**src/hdl/kced_pkg.sv**
```systemverilog
// shared types and constants for the key click event detector
// no dependencies
package kced_pkg;

  // configuration register indexes
  localparam logic [1:0] REG_SCAN_PERIOD   = 2'd0;
  localparam logic [1:0] REG_LONG_PRESS    = 2'd1;
  localparam logic [1:0] REG_DOUBLE_GAP    = 2'd2;
  localparam logic [1:0] REG_REPEAT        = 2'd3;

  // event flag bit positions
  localparam logic [1:0] EV_SINGLE = 2'd0;
  localparam logic [1:0] EV_DOUBLE = 2'd1;
  localparam logic [1:0] EV_LONG   = 2'd2;
  localparam logic [1:0] EV_REPEAT = 2'd3;

  // request function codes
  localparam logic FUNC_TICK  = 1'b0;
  localparam logic FUNC_QUERY = 1'b1;

  localparam int unsigned PORT_KEYS = 2;

  // reset values of the configuration registers
  localparam logic [7:0]  SCAN_PERIOD_RST = 8'd20;
  localparam logic [15:0] LONG_PRESS_RST  = 16'd1000;
  localparam logic [15:0] DOUBLE_GAP_RST  = 16'd200;
  localparam logic [15:0] REPEAT_RST      = 16'd100;

  typedef struct packed {
    logic [7:0]  scan_period;
    logic [15:0] long_press_ticks;
    logic [15:0] double_gap_ticks;
    logic [15:0] repeat_ticks;
  } cfg_t;

  typedef struct packed {
    logic       tick;
    logic       scan;
    logic       down;
    logic       clear;
    logic [1:0] clear_event;
  } key_ctrl_t;

endpackage

```
**src/hdl/kced_cfg.sv**
```systemverilog
// configuration register file of the key click event detector
// depends on kced_pkg
module kced_cfg (
  input  logic          clk_i,
  input  logic          rst_ni,
  input  logic          cfg_valid_i,
  output logic          cfg_ready_o,
  input  logic [1:0]    cfg_index_i,
  input  logic [15:0]   cfg_data_i,
  output kced_pkg::cfg_t cfg_o
);

  kced_pkg::cfg_t cfg_q, cfg_d;

  assign cfg_ready_o = 1'b1;

  always_comb begin
    cfg_d = cfg_q;
    if (cfg_valid_i) begin
      unique case (cfg_index_i)
        kced_pkg::REG_SCAN_PERIOD: cfg_d.scan_period      = cfg_data_i[7:0];
        kced_pkg::REG_LONG_PRESS:  cfg_d.long_press_ticks = cfg_data_i;
        kced_pkg::REG_DOUBLE_GAP:  cfg_d.double_gap_ticks = cfg_data_i;
        kced_pkg::REG_REPEAT:      cfg_d.repeat_ticks     = cfg_data_i;
        default:                   cfg_d = cfg_q;
      endcase
    end
  end

  always_ff @(posedge clk_i or negedge rst_ni) begin
    if (!rst_ni) begin
      cfg_q.scan_period      <= kced_pkg::SCAN_PERIOD_RST;
      cfg_q.long_press_ticks <= kced_pkg::LONG_PRESS_RST;
      cfg_q.double_gap_ticks <= kced_pkg::DOUBLE_GAP_RST;
      cfg_q.repeat_ticks     <= kced_pkg::REPEAT_RST;
    end else begin
      cfg_q <= cfg_d;
    end
  end

  assign cfg_o = cfg_q;

endmodule

```
**src/hdl/kced_key.sv**
```systemverilog
// one key: press classifier state machine, countdown timer and sticky event flags
// depends on kced_pkg
module kced_key (
  input  logic               clk_i,
  input  logic               rst_ni,
  input  kced_pkg::key_ctrl_t ctrl_i,
  input  kced_pkg::cfg_t     cfg_i,
  output logic [3:0]         flags_o,
  output logic [3:0]         flags_next_o
);

  localparam logic [2:0] ST_IDLE   = 3'd0;
  localparam logic [2:0] ST_PRESS  = 3'd1;
  localparam logic [2:0] ST_WAIT   = 3'd2;
  localparam logic [2:0] ST_DOUBLE = 3'd3;
  localparam logic [2:0] ST_LONG   = 3'd4;

  logic [2:0]  state_q, state_d;
  logic [15:0] timer_q, timer_d;
  logic [3:0]  flags_q, flags_d;
  logic [15:0] timer_dec;
  logic        expired;

  // timer counts down first, the scan then sees the decremented value
  assign timer_dec = (timer_q != 16'd0) ? timer_q - 16'd1 : timer_q;
  assign expired   = (timer_dec == 16'd0);

  always_comb begin
    state_d = state_q;
    timer_d = timer_q;
    flags_d = flags_q;
    if (ctrl_i.tick) begin
      timer_d = timer_dec;
      if (ctrl_i.scan) begin
        unique case (state_q)
          ST_IDLE: begin
            if (ctrl_i.down) begin
              timer_d = cfg_i.long_press_ticks;
              state_d = ST_PRESS;
            end
          end
          ST_PRESS: begin
            if (!ctrl_i.down) begin
              timer_d = cfg_i.double_gap_ticks;
              state_d = ST_WAIT;
            end else if (expired) begin
              timer_d = cfg_i.repeat_ticks;
              flags_d[kced_pkg::EV_LONG] = 1'b1;
              state_d = ST_LONG;
            end
          end
          ST_WAIT: begin
            if (ctrl_i.down) begin
              flags_d[kced_pkg::EV_DOUBLE] = 1'b1;
              state_d = ST_DOUBLE;
            end else if (expired) begin
              flags_d[kced_pkg::EV_SINGLE] = 1'b1;
              state_d = ST_IDLE;
            end
          end
          ST_DOUBLE: begin
            if (!ctrl_i.down) state_d = ST_IDLE;
          end
          ST_LONG: begin
            if (!ctrl_i.down) begin
              state_d = ST_IDLE;
            end else if (expired) begin
              timer_d = cfg_i.repeat_ticks;
              flags_d[kced_pkg::EV_REPEAT] = 1'b1;
            end
          end
          default: state_d = ST_IDLE;
        endcase
      end
    end else if (ctrl_i.clear) begin
      flags_d = flags_q & ~(4'b0001 << ctrl_i.clear_event);
    end
  end

  always_ff @(posedge clk_i or negedge rst_ni) begin
    if (!rst_ni) begin
      state_q <= ST_IDLE;
      timer_q <= 16'd0;
      flags_q <= 4'd0;
    end else begin
      state_q <= state_d;
      timer_q <= timer_d;
      flags_q <= flags_d;
    end
  end

  assign flags_o      = flags_q;
  assign flags_next_o = flags_d;

endmodule

```
**src/hdl/key_click_event_detector.sv**
```systemverilog
// Push-button classifier for KEYS keys. A tick request carries one pressed bit per
// key; every scan_period ticks each key samples its bit and may raise sticky single,
// double, long or repeat flags. A query request tests one flag of one key and clears
// it. Every request gives one result (hit plus the flags of keys 0 and 1). Requests
// pass through an input register, the per-key logic and a result register: one request
// per cycle is taken while the output is not stalled, and a result is held in the result
// register until it is taken. Only keys 0 and 1 see levels and can be queried.
// depends on kced_pkg, kced_cfg, kced_key
module key_click_event_detector #(
  parameter int unsigned KEYS = 2
) (
  input  logic        clk_i,
  input  logic        rst_ni,
  input  logic        cfg_valid_i,
  output logic        cfg_ready_o,
  input  logic [1:0]  cfg_index_i,
  input  logic [15:0] cfg_data_i,
  input  logic        in_valid_i,
  output logic        in_stall_o,
  input  logic        func_i,
  input  logic [1:0]  key_levels_i,
  input  logic        query_key_i,
  input  logic [1:0]  query_event_i,
  output logic        out_valid_o,
  input  logic        out_stall_i,
  output logic        hit_o,
  output logic [3:0]  flags_key0_o,
  output logic [3:0]  flags_key1_o
);

  kced_pkg::cfg_t cfg;

  logic       in_valid_q, in_valid_d;
  logic       func_q;
  logic [1:0] levels_q;
  logic       qkey_q;
  logic [1:0] qev_q;
  logic       accept, adv, tick, scan;
  logic [7:0] scan_count_q, scan_count_d;
  logic [8:0] scan_next;

  logic [3:0] flags_cur  [KEYS];
  logic [3:0] flags_next [KEYS];
  logic [KEYS-1:0] hit_vec;
  logic       hit_d;
  logic [3:0] flags0_d, flags1_d;

  logic       out_valid_q, out_valid_d;
  logic       hit_q;
  logic [3:0] flags0_q, flags1_q;

  kced_cfg u_cfg (
    .clk_i       (clk_i),
    .rst_ni      (rst_ni),
    .cfg_valid_i (cfg_valid_i),
    .cfg_ready_o (cfg_ready_o),
    .cfg_index_i (cfg_index_i),
    .cfg_data_i  (cfg_data_i),
    .cfg_o       (cfg)
  );

  // request in the input register moves on when the result register is empty or not stalled
  assign adv        = in_valid_q & (~out_valid_q | ~out_stall_i);
  assign in_stall_o = in_valid_q & ~adv;
  assign accept     = in_valid_i & ~in_stall_o;
  assign in_valid_d = accept | (in_valid_q & ~adv);

  always_ff @(posedge clk_i or negedge rst_ni) begin
    if (!rst_ni) begin
      in_valid_q <= 1'b0;
    end else begin
      in_valid_q <= in_valid_d;
    end
  end

  always_ff @(posedge clk_i) begin
    if (accept) begin
      func_q   <= func_i;
      levels_q <= key_levels_i;
      qkey_q   <= query_key_i;
      qev_q    <= query_event_i;
    end
  end

  // scan counter
  assign tick      = adv & (func_q == kced_pkg::FUNC_TICK);
  assign scan_next = {1'b0, scan_count_q} + 9'd1;
  assign scan      = (scan_next >= {1'b0, cfg.scan_period});

  always_comb begin
    scan_count_d = scan_count_q;
    if (tick) scan_count_d = scan ? 8'd0 : scan_next[7:0];
  end

  always_ff @(posedge clk_i or negedge rst_ni) begin
    if (!rst_ni) begin
      scan_count_q <= 8'd0;
    end else begin
      scan_count_q <= scan_count_d;
    end
  end

  for (genvar k = 0; k < KEYS; k++) begin : g_key
    kced_pkg::key_ctrl_t ctrl;
    logic sel;
    if (k < kced_pkg::PORT_KEYS) begin : g_port
      assign sel       = (qkey_q == 1'(k));
      assign ctrl.down = levels_q[k];
    end else begin : g_noport
      assign sel       = 1'b0;
      assign ctrl.down = 1'b0;
    end
    assign ctrl.tick        = tick;
    assign ctrl.scan        = scan;
    assign ctrl.clear       = adv & (func_q == kced_pkg::FUNC_QUERY) & sel;
    assign ctrl.clear_event = qev_q;
    assign hit_vec[k]       = ctrl.clear & flags_cur[k][qev_q];

    kced_key u_key (
      .clk_i        (clk_i),
      .rst_ni       (rst_ni),
      .ctrl_i       (ctrl),
      .cfg_i        (cfg),
      .flags_o      (flags_cur[k]),
      .flags_next_o (flags_next[k])
    );
  end

  assign hit_d    = |hit_vec;
  assign flags0_d = flags_next[0];

  if (KEYS > 1) begin : g_flags1
    assign flags1_d = flags_next[1];
  end else begin : g_noflags1
    assign flags1_d = 4'd0;
  end

  // result register
  assign out_valid_d = adv | (out_valid_q & out_stall_i);

  always_ff @(posedge clk_i or negedge rst_ni) begin
    if (!rst_ni) begin
      out_valid_q <= 1'b0;
    end else begin
      out_valid_q <= out_valid_d;
    end
  end

  always_ff @(posedge clk_i) begin
    if (adv) begin
      hit_q    <= hit_d;
      flags0_q <= flags0_d;
      flags1_q <= flags1_d;
    end
  end

  assign out_valid_o  = out_valid_q;
  assign hit_o        = hit_q;
  assign flags_key0_o = flags0_q;
  assign flags_key1_o = flags1_q;

  a_no_stall_when_empty: assert property (@(posedge clk_i) disable iff (!rst_ni)
    !in_valid_q |-> !in_stall_o)
    else $error("input stalled with empty input register");

  a_tick_no_hit: assert property (@(posedge clk_i) disable iff (!rst_ni)
    tick |=> !hit_q)
    else $error("tick request produced a hit");

  a_held_request: assert property (@(posedge clk_i) disable iff (!rst_ni)
    (in_valid_q && !adv) |=> in_valid_q)
    else $error("stalled request lost from input register");

  a_single_hit: assert property (@(posedge clk_i) disable iff (!rst_ni)
    $onehot0(hit_vec))
    else $error("more than one key reported a hit");

endmodule
```
**config.mk**
```make
export PLATFORM = sky130hd
export DESIGN_NAME = key_click_event_detector
export DESIGN_NICKNAME = d
export VERILOG_FILES = /design/src/hdl/kced_pkg.sv /design/src/hdl/kced_cfg.sv /design/src/hdl/kced_key.sv /design/src/hdl/key_click_event_detector.sv
export SDC_FILE = /design/constraint.sdc
export NUM_CORES = 1
export LEC_CHECK = 0
export BUFFER_PORTS_ARGS = -buffer_cell sky130_fd_sc_hd__buf_2
export CORE_MARGIN = 5
export CORE_UTILIZATION = 45
export DETAILED_ROUTE_END_ITERATION = 6
export PLACE_DENSITY = 0.67
export RECOVER_POWER = 50
export SYNTH_ARGS = -nofsm -noshare
export SYNTH_HDL_FRONTEND = slang
export SYNTH_SLANG_ARGS = --single-unit
```
**constraint.sdc**
```tcl
create_clock -name clk_i -period 6.2 [get_ports clk_i]
set_clock_uncertainty 0.2 [all_clocks]
set_input_delay 1.55 -clock clk_i [delete_from_list [all_inputs] [get_ports clk_i]]
set_output_delay 1.55 -clock clk_i [all_outputs]
set_load 0.01 [all_outputs]
```
==> impl_metrics.ini <==
[synthesis]
syn_inst = 876
synthDistinctLibCells = 84
netlist.area_leader.share = 0.304
async_flop_share = 0.882
synth_top_cell_by_area = dfrtp_1
synth_ff_type = dfrtp_1
synth_area_um2 = 8070
synth_warnings = 0
synth_edf_count = 15
syn_area_per_cell_um2 = 9.21
syn_nets = 916
synth_area_leaders = dfrtp_1 30%, mux2_2 7.3%, edfxtp_1 5.6%
synth_common_cells = 98 x dfrtp_1, 68 x o21ai_0, 67 x nand2_1
synth.most_common_cell = dfrtp_1
synth_seq_cells = 127
ys_seq_area_frac = 0.405

[routing]
wl_mm = 23.9
wire_per_inst_um = 21.2
num_vias = 7336
drt_iter0_drc = 851
first_pass_iters = 5
drc = 0
ant_nets = 0
via_per_inst = 6.52

[clocking]
tritoncts = built
clk_pin_slew_ps = 60
post_cts_buffers = 0
cts_max_level = 4
cts_inserted_buffers = 17
cts_sinks = 127
clk_latency_ps = 430
cts_buffer_depth = 2
hold_buffers = 0
cts_resized = 0
cts_root_buf = clkbuf_16

[die]
coreArea_um2 = 17800
io_pins = 41
die_y_um = 144
dieArea_um2 = 20700
die_w_um = 144
start_util = 0.454
std_cell_rows = 49

[cells_and_area]
fin_nets = 923
drive_above_1_share = 0.184
antenna-diode-count = 0
syn2layout_area_growth_pct = 10.6

[global_routing]
grt_max_degree = 80
overflow = 0
grt_pass1_wl_mm = 38.2
track_usage = 0.238
grt_antenna_before_repair = 0
grt_pass1_vias = 7005

[sta]
fin_crit_ps = 4470
hold_viol_final = 0
fin_hold_ws_ps = 295
fmax_mhz = 224
fin_crit_sh = 0.720
worst_slack_ps = 1730
drv_slew = 115
worst_slew_pin_slew_ps = 2080
rsz0062_at_grt = false
slew-limit-headroom = -0.388
finalSetupViolCount = 0
fin_tns_setup_ps = 0

[power]
p_per_area_nw_per_um2 = 335
vdd_ir_drop_max_mv = 0.259
leakagePower_nw = 3.49

[placement]
post-dp-hpwl_mm = 16.9
pre_cts_ws_ps = 1750
gp_congestion = 0.908
port_buffers = 39

[worst_setup_path]
startpoint_type = input port
crit_path_cell_trace = clkbuf_2 > clkbuf_1
cp.arrival_ps = 4460
crit_path_end_kind = asynchronous set/reset pin
path_buf_inv = 2
max_stage_delay_ps = 1440
crit_type = in2async
r2r_start = g_key[0].u_key.timer_q[0]
startpoint = rst_ni
cp_slowest_cell = clkbuf_2
path_max_fanout = 79
worstPathRequired_ps = 6190
crit_family = buffers and inverters

[worst_hold_path]
hp-class = reg2reg
min-delay-start = in_valid_q

[run]
cap_viol_max_count = 2

[run_status]
violations = capacitance limit, slew limit
status = complete, but fails checks
[registers in the layout (all words and copies together) (netlist names), 2 cells and up]
| register | cells |
|---|---|
| flags_key1_o | 4 |
| qev_q | 2 |
| g_key.u_key.timer_q | 32 |
| g_key.u_key.flags_o | 8 |
| g_key.u_key.state_q | 6 |
| scan_count_q | 8 |
| u_cfg.cfg_o | 56 |
| levels_q | 2 |
| flags_key0_o | 4 |
[final timing paths]
check                                        endpoint  slack, ps  cells after the start
max                                   scan_count_q[4]       1730                      2
min                                       out_valid_o        300                      1
max reg2reg                           flags_key0_o[0]       1900                     10
min reg2reg                               out_valid_o        300                      1
max in group clk_i                    flags_key0_o[0]       1900                     10
min in group asynchronous  g_key[1].u_key.timer_q[10]       1510                      1
[metal layers]
layer	up-vias	routed length, um	track usage
met1	3606	10700	0.339
li1	3336	-	-
met5	-	0	0
met2	355	10800	0.353
met3	39	1890	0.0499
met4	0	563	0.0966
[where the power goes]
| part | switching [mW] | leakage (nW) | internal (mW) |
|---|---|---|---|
| sequential | 0.229 | 1.48 | 1.00 |
| combinational | 0.445 | 1.72 | 0.296 |
| clock | 0.413 | 0.290 | 0.604 |
[worst reg2reg max path, cell delays in order, from the launching register on]
cell and delay, ps:
dfrtp_1 500, inv_1 110, ha_1 170, nor3b_1 630, nand2_1 340, nor3_1 380
mux2i_1 260, nand4_1 220, nor3_4 730, inv_1 110, o41ai_1 420
[cell type report]
cell class	instances	area (um^2)
inverter	33	124
sequential	127	3270
clock buffer	17	425
clock inverter	15	170
fill	1664	8860
timing repair buffer	48	241
tap	229	287
multi-input combinational	656	4410
[metrics by stage]
stage | util | cells | power (mW) | cell area [um^2]
after CTS | 0.503 | 1125 | 2.99 | 8950
final | 0.502 | 1125 | 2.99 | 8920
after global routing | 0.502 | 1125 | 3.14 | 8920
after detailed placement | 0.470 | 1093 | 1.96 | 8350
after global placement | 0.470 | 1093 | 1.94 | 8350
after floorplan | - | 876 | 1.70 | 8070
[logic make-up after synthesis]
family          count (synthesis)  synth area share
compound gates                267             0.223
flops                         127             0.405
simple gates                  302             0.203
mux                            61            0.0868
other cells                     1          0.000465
buf+inv                        93            0.0493
xor+xnor                       14            0.0152
fa+ha+maj                      11            0.0171
[placed cells by master (no fill, tap or decap), types with 10 or more instances in the layout]
cell type	count
dfstp_2	14
nand4_1	10
ha_1	11
buf_2	27
a21oi_1	61
inv_1	33
nor4_1	15
nand2_1	67
mux2_2	52
nand2b_1	12
edfxtp_1	15
dfrtp_1	98
and3_1	10
clkbuf_1	13
a31oi_1	12
nor2_1	62
o21ai_0	68
nor3_1	27
nand3_1	28
o31ai_1	10
a221o_1	10
clkbuf_16	17
(Power assumes the default switching activity.)
